<file path="src/design/ppa_ram.sv">
// Generic simple dual-port RAM with registered read.
module ppa_ram #(
  parameter int WIDTH = 16,
  parameter int DEPTH = 64,
  localparam int AW   = $clog2(DEPTH)
) (
  input  logic             clk,
  input  logic             we,
  input  logic [AW-1:0]    waddr,
  input  logic [WIDTH-1:0] wdata,
  input  logic             re,
  input  logic [AW-1:0]    raddr,
  output logic [WIDTH-1:0] rdata
);

  logic [WIDTH-1:0] mem_r [DEPTH];

  always_ff @(posedge clk) begin
    if (we) begin
      mem_r[waddr] <= wdata;
    end
    if (re) begin
      rdata <= mem_r[raddr];
    end
  end

endmodule

</file>
<file path="config.mk">
export PLATFORM = sky130hd
export DESIGN_NAME = ppa_ram
export DESIGN_NICKNAME = d
export VERILOG_FILES = /design/src/design/ppa_ram.sv
export SDC_FILE = /design/constraint.sdc
export NUM_CORES = 1
export LEC_CHECK = 0
export BUFFER_PORTS_ARGS = -buffer_cell sky130_fd_sc_hd__clkbuf_2
export CAP_MARGIN = 10
export CELL_PAD_IN_SITES_DETAIL_PLACEMENT = 0
export CELL_PAD_IN_SITES_GLOBAL_PLACEMENT = 2
export CORE_MARGIN = 1
export CORE_UTILIZATION = 51
export DETAILED_ROUTE_END_ITERATION = 10
export GPL_TIMING_DRIVEN = 1
export PLACE_DENSITY = 0.81
export SYNTH_ARGS = -nofsm -noshare
export SYNTH_HDL_FRONTEND = slang
export SYNTH_SLANG_ARGS = --single-unit
export TNS_END_PERCENT = 30
</file>
<file path="constraint.sdc">
create_clock -name clk -period 2.5 [get_ports clk]
set_input_delay 0.125 -clock clk [delete_from_list [all_inputs] [get_ports clk]]
set_output_delay 0.125 -clock clk [all_outputs]
set_load 0.005 [all_outputs]
</file>
==> impl_metrics.csv <==
group,metric,value,unit
outcome,outcome,"finished clean",
routing,avgViaCountPerCell,6.17,
routing,antenna_left,0,
place,numPortBuffers,46,
worst_hold_path,hp-class,"input port to flop",
clocking,cts_tree,"yes",
sta,worst_pin_slew,1.23,ns
grt,grt_max_degree,65,
pwr,seqPwrFrac,0.531,
die,initial_core_util,0.517,
sta,finalSetupTns,0,ns
final_layout,layout_commonest_cell,"edfxtp_1",
job,cap_violations,0,
sta,timing.hold.ws,0.0304,ns
setup_path,cp.required,2.86,ns
synth,syn_inst,1829,
clocking,cts_resized,0,
worst_hold_path,hold_depth,2,
final_layout,finalInstanceArea,46200,sq um
setup_path,worstSetupPathType,"flop to flop",
pwr,p_total,36.5,mW
final_layout,stdcell_count,3196,
setup_path,crit_path_start_kind,"flop",
die,die_h,283,microns
final_layout,layout-drive-gt1-share,0.301,
clocking,clk_path_buf_depth,3,
final_layout,diodes,0,
clocking,cts.sink_count,1040,
routing,first_iter_violations,2496,
die,die_w,283,microns
grt,overflow,0,
pwr,switchingPower,7.49,mW
sta,rsz0062_at_grt,"false",
final_layout,area_growth,14.9,%
setup_path,crit_slowest_cell,"mux4_2",
pwr,switching_share,0.205,
routing,drc,0,
synth,synth_nets,1860,
synth,ys_warn_count,0,
pwr,vdd_drop_max,677,uV
synth,synth.distinct_cells,42,
sta,finalClockSkew,0.0316,ns
sta,post-route-period-util,0.864,
synth,ys_seq_area_frac,0.777,
die,core-area,77700,sq um
die,ios,47,
synth,synthesis.area,40200,sq um
sta,maxSlewViolCount,0,
final_layout,seq_area,31200,sq um
synth,ys.flop_type,"edfxtp_1",
grt,groute.usage.overall,0.250,
setup_path,critPathMaxFanout,1,
synth,yosysTopAreaCellShare,0.777,
grt,grt_pass1_vias,19900,
routing,routedWlPerCell,30.5,microns
place,pre_cts_ws,0.00202,ns
pwr,p_int,29.0,mW
clocking,htree_num_levels,3,
routing,dr.pass1.iters,6,
sta,hold_violations,0,
grt,antenna_found_initial,10,
final_layout,post-route-util,0.594,
final_layout,fin_nets,2113,
pwr,power_density,791,nW/um^2
synth,ys_top_cells_by_area,"edfxtp_1 (78%), mux4_2 (12%), mux2i_1 (2.1%)",
sta,finalSetupViolCount,0,
setup_path,r2r_cells,5,
setup_path,cpPeakStageDelay,0.49,ns
place,dpl.cell_count,3016,
place,gp_congestion,0.836,
pwr,power_leakage,14.9,nW
clocking,cts_buffers,101,
final_layout,fill_cells,5401,
sta,min_period,2.16,ns
pwr,clkPwrFrac,0.416,
final_layout,multi_input_comb_area,8250,sq um
clocking,cts-root-buf,"clkbuf_16",
sta,maxSlewHeadroom,0.178,
die,placementRows,102,
grt,grt_pass1_wl,140000,microns
clocking,insertion_delay,0.67,ns
setup_path,crit_chain,"mux4_2, nor2b_1, a211o_1, a31oi_1, a311oi_1",
synth,synthArstFlopShare,0,
synth,synth_edf_count,1040,
sta,setup_slack,0.340,ns
pwr,power.share.combinational,0.053,
place,dp.final_hpwl,61100,microns
setup_path,cp-end-kind,"flop",
place,place_area,42800,sq um
routing,dr_total_vias,19700,
sta,fmax,0.463,GHz
final_layout,final_cell_mix,"edfxtp_1 (1,040), mux4_2 (220), buf_4 (183), clkbuf_16 (104), mux2i_1 (85)",
die,die_area,80000,sq um
synth,yosys_register_bits,1040,
clocking,clk_pin_slew,0.06,ns
routing,routed_wirelength,97400,microns
setup_path,arrival,2.51,ns
synth,syn_area_per_cell,22.0,sq um
synth,yosysTopAreaCell,"edfxtp_1",
## registers in the layout, indices dropped and copies added, names as in the netlist
signal	flops
mem_r	1024
rdata	16
## power by group through the flow
| stage | Sequential (mW) | Combinational [mW] | Clock (mW) |
|---|---|---|---|
| after floorplan | 19.7 | 1.00 | 0 |
| final | 19.4 | 1.94 | 15.2 |
| after global placement | 19.8 | 1.91 | 0 |
| after detailed placement | 19.8 | 1.94 | 0 |
| after CTS | 19.4 | 1.95 | 15.4 |
| after global routing | 19.4 | 2.05 | 16.0 |
## worst max-delay path, delay by kind of cell, from the launching register on
kind            cells  cell delay (ns)
flops               1             0.39
mux                 1             0.49
compound gates      3             0.82
simple gates        1             0.16
## cell usage after synthesis (2+ instances only)
cell type  instances
nand3b_1           2
a21oi_1           17
mux2i_1           85
buf_2             36
mux4_1             4
edfxtp_1        1040
mux2_2            27
clkbuf_1          24
a22oi_1           39
a311oi_1           8
buf_6             17
nor2_2             2
clkbuf_2           2
a211o_1            8
o21ai_1            3
buf_4             13
nand4_1           12
nand2b_1           3
buf_12             5
a221oi_1          16
a22o_1             6
nor2b_1           30
a31oi_1            8
nor3_1             2
mux4_2           220
a221o_1            6
and2_1             2
a211oi_1           8
and4_1             5
nor4_2             3
nand2_1           59
buf_1              3
nand3_1           24
o21ai_0            5
buf_8              3
a41oi_1            5
nor2_1            72
## repair_timing
action	4_1_cts	5_1_grt
buffers inserted	0	0
hold buffers	3	0
endpoints found under the setup margin	0	0
endpoints found under the hold margin	39	0
## final cells by class
cell class                 count  share of cell area
clock buffer                 125              0.0581
clock inverter                52              0.0134
multi-input combinational    685               0.179
sequential                  1040               0.676
tap                         1040              0.0282
timing repair buffer         254              0.0455
## final timing paths
path	from	to	slack [ns]
setup / recovery	mem_r[8][11]	rdata[11]	0.34
hold / removal	wdata[1]	mem_r[51][1]	0.03
setup reg to reg	mem_r[8][11]	rdata[11]	0.34
hold reg to reg	mem_r[10][12]	rdata[12]	0.94
## metal layers
layer / track usage / up-vias / routed length, microns
met4: 0.0723 / 12 / 2360
met2: 0.402 / 919 / 47500
met5: 0 / - / 73
met1: 0.345 / 10400 / 38600
met3: 0.0589 / 140 / 8810
li1: - / 8200 / -
## cell families after synthesis
| group | share of synthesized area |
|---|---|
| AO/OA/AOI/OAI | 0.0240 |
| buffers and inverters | 0.0182 |
| multiplexers | 0.155 |
| AND/OR/NAND/NOR | 0.0264 |
| flip-flops | 0.777 |
No activity file was read; power rests on OpenSTA's default activity.
