File: config.mk
export PLATFORM = sky130hd
export DESIGN_NAME = ppa_slot_alu
export DESIGN_NICKNAME = d
export VERILOG_FILES = /design/src/design/ppa_pkg.sv /design/src/design/ppa_slot_alu.sv
export SDC_FILE = /design/constraint.sdc
export NUM_CORES = 1
export LEC_CHECK = 0
export BUFFER_PORTS_ARGS = -buffer_cell sky130_fd_sc_hd__buf_4
export CORE_ASPECT_RATIO = 1.25
export CORE_MARGIN = 2
export CORE_UTILIZATION = 49
export DETAILED_ROUTE_END_ITERATION = 10
export GPL_TIMING_DRIVEN = 1
export PLACE_DENSITY = 0.92
export SYNTH_ARGS = -nofsm -noshare
export SYNTH_HDL_FRONTEND = slang
export SYNTH_SLANG_ARGS = --single-unit
File: constraint.sdc
create_clock -name vclk -period 2.8
set_input_delay 0.42 -clock vclk [all_inputs]
set_output_delay 0.42 -clock vclk [all_outputs]
set_load 0.1 [all_outputs]
File: src/design/ppa_pkg.sv
// Shared types and constants for the particle pool allocator.
package ppa_pkg;

  localparam int IDX_OUT_W  = 6;
  localparam int DATA_W     = 32;
  localparam int LIFE_W     = 16;
  localparam int DT_W       = 16;
  localparam int POOL_CFG_W = 7;
  localparam int CFG_IDX_W  = 2;
  localparam int CFG_DATA_W = 16;

  localparam logic [1:0] ACT_ADD  = 2'd0;
  localparam logic [1:0] ACT_TICK = 2'd1;
  localparam logic [1:0] ACT_DRAW = 2'd2;

  localparam logic [CFG_IDX_W-1:0] REG_POOL_SIZE = 2'd0;
  localparam logic [CFG_IDX_W-1:0] REG_DECAY     = 2'd1;

  localparam logic [LIFE_W-1:0]     LIFE_FULL     = 16'd256;
  localparam logic [POOL_CFG_W-1:0] POOL_SIZE_RST = 7'd64;
  localparam logic [LIFE_W-1:0]     DECAY_RST     = 16'd256;

  typedef struct packed {
    logic [DATA_W-1:0] x;
    logic [DATA_W-1:0] y;
    logic [DATA_W-1:0] size;
    logic [DATA_W-1:0] color;
  } pay_t;

  typedef struct packed {
    logic              live;
    logic [LIFE_W-1:0] aged;
  } alu_res_t;

  typedef enum logic [1:0] {
    ST_IDLE,
    ST_SCAN,
    ST_ADD_WR,
    ST_DRAW_END
  } st_t;

endpackage

File: src/design/ppa_slot_alu.sv
// Per-slot life unit: liveness test and saturating age step.
module ppa_slot_alu import ppa_pkg::*; (
  input  logic              entry_ok,
  input  logic [LIFE_W-1:0] life,
  input  logic [LIFE_W-1:0] dec,
  output alu_res_t          res
);

  always_comb begin
    res.live = entry_ok && (life != '0);
    res.aged = (life > dec) ? (life - dec) : '0;
  end

endmodule

==> results of run 1 <==
-- cells by family after synthesis --
| kind of cell | after synthesis | synth area share |
|---|---|---|
| buf+inv | 22 | 0.08945 |
| simple gates | 57 | 0.2770 |
| fa+ha+maj | 17 | 0.2157 |
| compound gates | 47 | 0.3321 |
| xor+xnor | 10 | 0.08578 |
-- through the flow --
| stage | utilization | TNS [ns] | instances |
|---|---|---|---|
| 2_1_floorplan | - | -2.276 | 153 |
| 3_3_place_gp | 0.9110 | -0.3860 | 250 |
| 3_5_place_dp | 0.9110 | -1.144 | 250 |
==> metrics.cfg, run 1 <==
[yosys]
ys_seq_area_frac=0
ys_types=41
ys_warn_count=0
yosysMostFrequentCell=inv_1
synth_area_per_cell_um2=6.673
synthesis.nets=203
synth_top_cell_by_area=ha_1
synthCells=153
yosys.area.top_type_share=0.1961
synth_commonest_cells=inv_1, ha_1, nand2_1, nor2_1, a21oi_1
synth.area.top_cells=ha_1, inv_1, a21oi_1
syn_area_mm2=0.001021

[die]
initial_core_util=0.5152
num_io_pins=50
die_x_um=44.83
fp.dieH_um=55.04
num_rows=18

[placed_design]
place.port_buffers=50
dp_slack_ns=-0.1717
gp_congestion=0.9238
dp_hpwl_mm=3.599
place_area_mm2=0.001805

[clocking]
cts_setup_buffers=7
postCtsHoldBufs=0
cts_resized=29

[run_status]
status=stopped before the end
tool.error=[ERROR DPL-0038] Utilization greater than 100%, impossible to legalize
haltStage=clock tree synthesis (4_1_cts)

==> inputs of run 2 (changes only) <==
--- a/config.mk
+++ b/config.mk
@@ -6,12 +6,11 @@
 export NUM_CORES = 1
 export LEC_CHECK = 0
 export BUFFER_PORTS_ARGS = -buffer_cell sky130_fd_sc_hd__buf_4
-export CORE_ASPECT_RATIO = 1.25
-export CORE_MARGIN = 2
-export CORE_UTILIZATION = 49
+export CORE_AREA = 2 2 63 65
 export DETAILED_ROUTE_END_ITERATION = 10
+export DIE_AREA = 0 0 65 67
 export GPL_TIMING_DRIVEN = 1
-export PLACE_DENSITY = 0.92
+export PLACE_DENSITY_LB_ADDON = 0.15
 export SYNTH_ARGS = -nofsm -noshare
 export SYNTH_HDL_FRONTEND = slang
 export SYNTH_SLANG_ARGS = --single-unit
==> metrics.cfg, run 2 <==
[layout]
fin_util=0.6103
layout.nets=293
area_growth_pct=115.6
seq_cells=0
layout_common_cells=buf_4, inv_1, nand2_1
clockBufferCount=0
antennaDiodeCount=0
drive_above_1_share=0.5394
design_area_mm2=0.002201
seq_area_um2=0
mostFrequentLayoutCell=buf_4

[yosys]
ys_warn_count=0  ; unchanged
synth_area_per_cell_um2=6.673  ; unchanged
ys_types=41  ; unchanged
ys_seq_area_frac=0  ; unchanged
syn_area_mm2=0.001021  ; unchanged
synth.area.top_cells=ha_1, inv_1, a21oi_1
yosysMostFrequentCell=inv_1
synthCells=153  ; unchanged
synthesis.nets=203  ; unchanged
synth_commonest_cells=inv_1, ha_1, nand2_1, nor2_1, a21oi_1
yosys.area.top_type_share=0.1961  ; unchanged
synth_top_cell_by_area=ha_1

[worst_hold_path]
hp-class=in -> out
hold_path.startpoint=entry_ok
holdPathStages=4

[setup_path]
cpMaxStageDelayCell=fa_2
worst_path_most_repeated_cell=buf_4
cp_max_fo=4
startpoint_type=primary input
crit_required_ns=2.38
max_stage_delay_ns=0.36
worstSetupPathDepth=11
arrival_ns=2.39
crit_family=buffers and inverters
crit_chain=buf_4 > buf_4 > fa_2 > nand2b_4 > a21oi_4 > o21ai_2 > o221ai_2 > o41ai_4 > buf_6 > nor3b_4 > buf_12
crit_buf_inv=4
crit_start=dec[1]
cp-end-kind=output pin
crit_type=in -> out

[global_route]
grt_max_degree=7
grt_pass1_wl_mm=5.851
track_usage=0.1664
antenna_found_initial=0
grt-ovfl-total=0
first_global_vias=1375

[power]
p_leak_nw=1.029
ir_drop_uv=203.3
cellPowerDensity_mw_per_mm2=383.4

[die]
die_x_um=65  ; +45%
initial_core_util=0.2831  ; -0.2320
dieArea_mm2=0.004355
num_rows=22  ; +4
core_area_mm2=0.003606
fp.dieH_um=67  ; +22%
num_io_pins=50  ; unchanged

[sta]
fmax_mhz=355.4
fin_setup_tns_ns=-0.01365
final.min_clock_period_ns=2.814
setup_viol=1
tightest_slew_ns=0.5386
relSlewSlack=0.6397
fin_ws_ns=-0.01365
hold_viol_final=0
rsz0062_at_grt=yes
fin_crit_sh=1.005
slew_violations=0

[detailed_routing]
drtIter0Drc=29
post_drt_via_cell_ratio=4.855
route.detailed.drc=0
vias=1403
wire_per_inst_um=13.11
drtAntennaViolNets=0
dr.pass1.iters=4
wl_mm=3.790

[placed_design]
gp_congestion=0.8590  ; -7.0%
place.port_buffers=50  ; unchanged
dp_hpwl_mm=3.154  ; -12%
place_area_mm2=0.001866  ; +3.3%

[job]
max_cap_viol_count=0

[run_status]
status=complete, but fails checks
violations=negative setup slack

==> run 2: cell type report <==
class | instances | area (um^2)
multi-input cells | 131 | 1236
well taps | 48 | 60.06
fillers | 324 | 1405
repair buffers | 90 | 822.0
inverters | 20 | 82.58
==> run 2: worst min-delay path: stages <==
cell,delay [ns]
buf_4,0.11
inv_1,0.04
a41oi_1,0.04
buf_4,0.23
==> run 2: worst paths after layout <==
check             endpoint  slack (ns)
setup / recovery    res[9]       -0.01
hold / removal     res[16]        1.26
==> run 2: layer usage <==
| layer | share of wire | vias to the layer above | track usage |
|---|---|---|---|
| met5 | 0 | - | 0 |
| met4 | 0.0037 | 0 | 0 |
| met3 | 0.039 | 2 | 0.005068 |
| met2 | 0.55 | 35 | 0.3363 |
| met1 | 0.41 | 636 | 0.2046 |
| li1 | - | 730 | - |
==> run 2: where the power goes <==
part / internal (mW) / switching, mW / leakage (nW)
Sequential: 0 / 0 / 0
Clock: 0 / 0 / 0
Combinational: 0.334 / 0.510 / 1.03
Total: 0.334 / 0.510 / 1.03
==> run 2: cells by family (layout without fill, tap and decap cells) <==
logic type      after synthesis  in the layout  synth area share
xor+xnor                     10             10           0.08578
fa+ha+maj                    17             17            0.2157
simple gates                 57             57            0.2770
compound gates               47             47            0.3321
buf+inv                      22            110           0.08945
==> run 2: per-stage QoR <==
step	hold WS (ns)	power (mW)	instances	worst slack, ns
2_1_floorplan	1.079	0.5268	153	-0.5873
3_3_place_gp	1.262	0.7215	283	-0.1306
3_5_place_dp	1.264	0.7260	283	-0.1900
4_1_cts	1.267	0.7954	287	0.0008429
5_1_grt	1.280	0.8882	289	-0.07853
6_report	1.260	0.8439	289	-0.01365
==> run 2: what timing repair did <==
item | 4_1_cts | 5_1_grt
hold buffers | 0 | 0
pin swaps | 13 | 8
setup buffers | 4 | 2
resized for setup | 35 | 22
setup endpoints to repair | 16 | 16
No activity file was read; power rests on OpenSTA's default activity.
==> inputs of run 3 (changes only) <==
==> constraint.sdc (replaced) <==
create_clock -name vclk -period 3.05
set_input_delay 0.4575 -clock vclk [all_inputs]
set_output_delay 0.4575 -clock vclk [all_outputs]
set_load 0.1 [all_outputs]
==> metrics.cfg, run 3 (synthesis results as in run 2) <==
[power]
switchingPower_uw=440.7  ; -14%
p_leak_nw=0.9046  ; -12%
swShare=0.6514  ; +0.04748
combPwrFrac=1.000  ; about the same
clkPwrFrac=0  ; unchanged
intPower_uw=235.8  ; -29%
cellPowerDensity_mw_per_mm2=365.6  ; -4.7%
power_uw=676.5  ; -20%
ir_drop_uv=172.6  ; -15%
seq_power_share=0  ; unchanged

[setup_path]
crit_required_ns=2.59  ; +0.21 ns
crit_type=in -> out
cp_max_fo=3  ; -1
crit_start=life[1]
startpoint_type=primary input
cp-end-kind=output pin
arrival_ns=2.50  ; +0.11 ns

[global_route]
first_global_vias=1303  ; -5.2%
grt_max_degree=7  ; unchanged
track_usage=0.1667  ; +0.0003555
antenna_found_initial=0  ; unchanged
grt_pass1_wl_mm=5.871  ; +0.34%
grt-ovfl-total=0  ; unchanged

[layout]
seq_cells=0  ; unchanged
mostFrequentLayoutCell=buf_4
area_growth_pct=81.25
antennaDiodeCount=0  ; unchanged
layout.nets=277  ; -5.5%
clockBufferCount=0  ; unchanged
layout_common_cells=buf_4, inv_1, nand2_1
seq_area_um2=0  ; unchanged
design_area_mm2=0.001851  ; -16%
drive_above_1_share=0.4622  ; -0.07720

[sta]
slew_violations=0  ; unchanged
setup_viol=0  ; -1
final.min_clock_period_ns=2.957
tightest_slew_ns=0.4709  ; -0.06770 ns
fmax_mhz=338.1
fin_crit_sh=0.9696
relSlewSlack=0.6832  ; +0.04346
hold_viol_final=0  ; unchanged

[detailed_routing]
wire_per_inst_um=12.83  ; -2.2%
drtAntennaViolNets=0  ; unchanged
vias=1383  ; -1.4%
dr.pass1.iters=5  ; +1
route.detailed.drc=0  ; unchanged
drtIter0Drc=68  ; +130%
wl_mm=3.503  ; -7.6%
post_drt_via_cell_ratio=5.066  ; +4.4%

[die]
core_area_mm2=0.003606  ; unchanged
num_io_pins=50  ; unchanged
fp.dieH_um=67  ; unchanged
num_rows=22  ; unchanged
initial_core_util=0.2831  ; unchanged
die_x_um=65  ; unchanged
dieArea_mm2=0.004355  ; unchanged

[placed_design]
place.port_buffers=50  ; unchanged
place_area_mm2=0.001795  ; -3.8%
dp_hpwl_mm=3.123  ; -0.98%
gp_congestion=0.8705  ; +1.3%

[worst_hold_path]
hp-class=in -> out
hold_path.startpoint=entry_ok

[job]
max_cap_viol_count=0  ; unchanged

[clocking]
postCtsHoldBufs=0  ; unchanged

[run_status]
status=complete, no violations

==> run 3: area by class of cell <==
type / count / area, um^2
fillers: 362 / 1755
repair buffers: 74 / 610.6
well taps: 48 / 60.06
multi-input cells: 131 / 1097
inverters: 20 / 82.58
==> run 3: power groups by stage <==
stage	registers, mW	clock network (mW)	logic (mW)
floorplan	0	0	0.482
global placement	0	0	0.654
detailed placement	0	0	0.657
CTS	0	0	0.666
global route	0	0	0.717
finish	0	0	0.676
==> run 3: worst max-delay path, stage by stage <==
cell,delay (ns)
buf_4,0.12
ha_1,0.30
nor2b_1,0.15
o2111ai_1,0.20
nand3b_1,0.13
a31o_1,0.22
a31o_2,0.28
a2111oi_4,0.36
buf_6,0.27
==> run 3: path summary, 6_finish.rpt <==
path,endpoint,slack (ns),cells after the start
worst max-delay path,res[15],0.09,9
worst min-delay path,res[16],1.33,4
==> run 3: layer usage <==
layer / track usage / up-vias / part of all wire
li1: - / 696 / -
met1: 0.2347 / 639 / 0.46
met2: 0.3003 / 48 / 0.49
met3: 0.003378 / 0 / 0.051
met4: 0 / 0 / 0
met5: 0 / - / 0
==> run 3: metrics by stage <==
stage               std cells  utilization  worst slack (ns)    TNS (ns)  hold WS, ns
floorplan                 153            -           -0.4123     -0.6193        1.154
global placement          272       0.4979          0.003589           0        1.319
detailed placement        272       0.4979          -0.01822    -0.03332        1.327
CTS                       272       0.5021          0.003103           0        1.329
global route              273       0.5132        -0.0009912  -0.0009912        1.346
finish                    273       0.5132           0.09262           0        1.326
==> run 3: repair_timing <==
action	in CTS	in global routing
resized for setup	4	10
setup endpoints to repair	4	14
hold endpoints to repair	0	0
buffers inserted	0	2
pin swaps	0	7
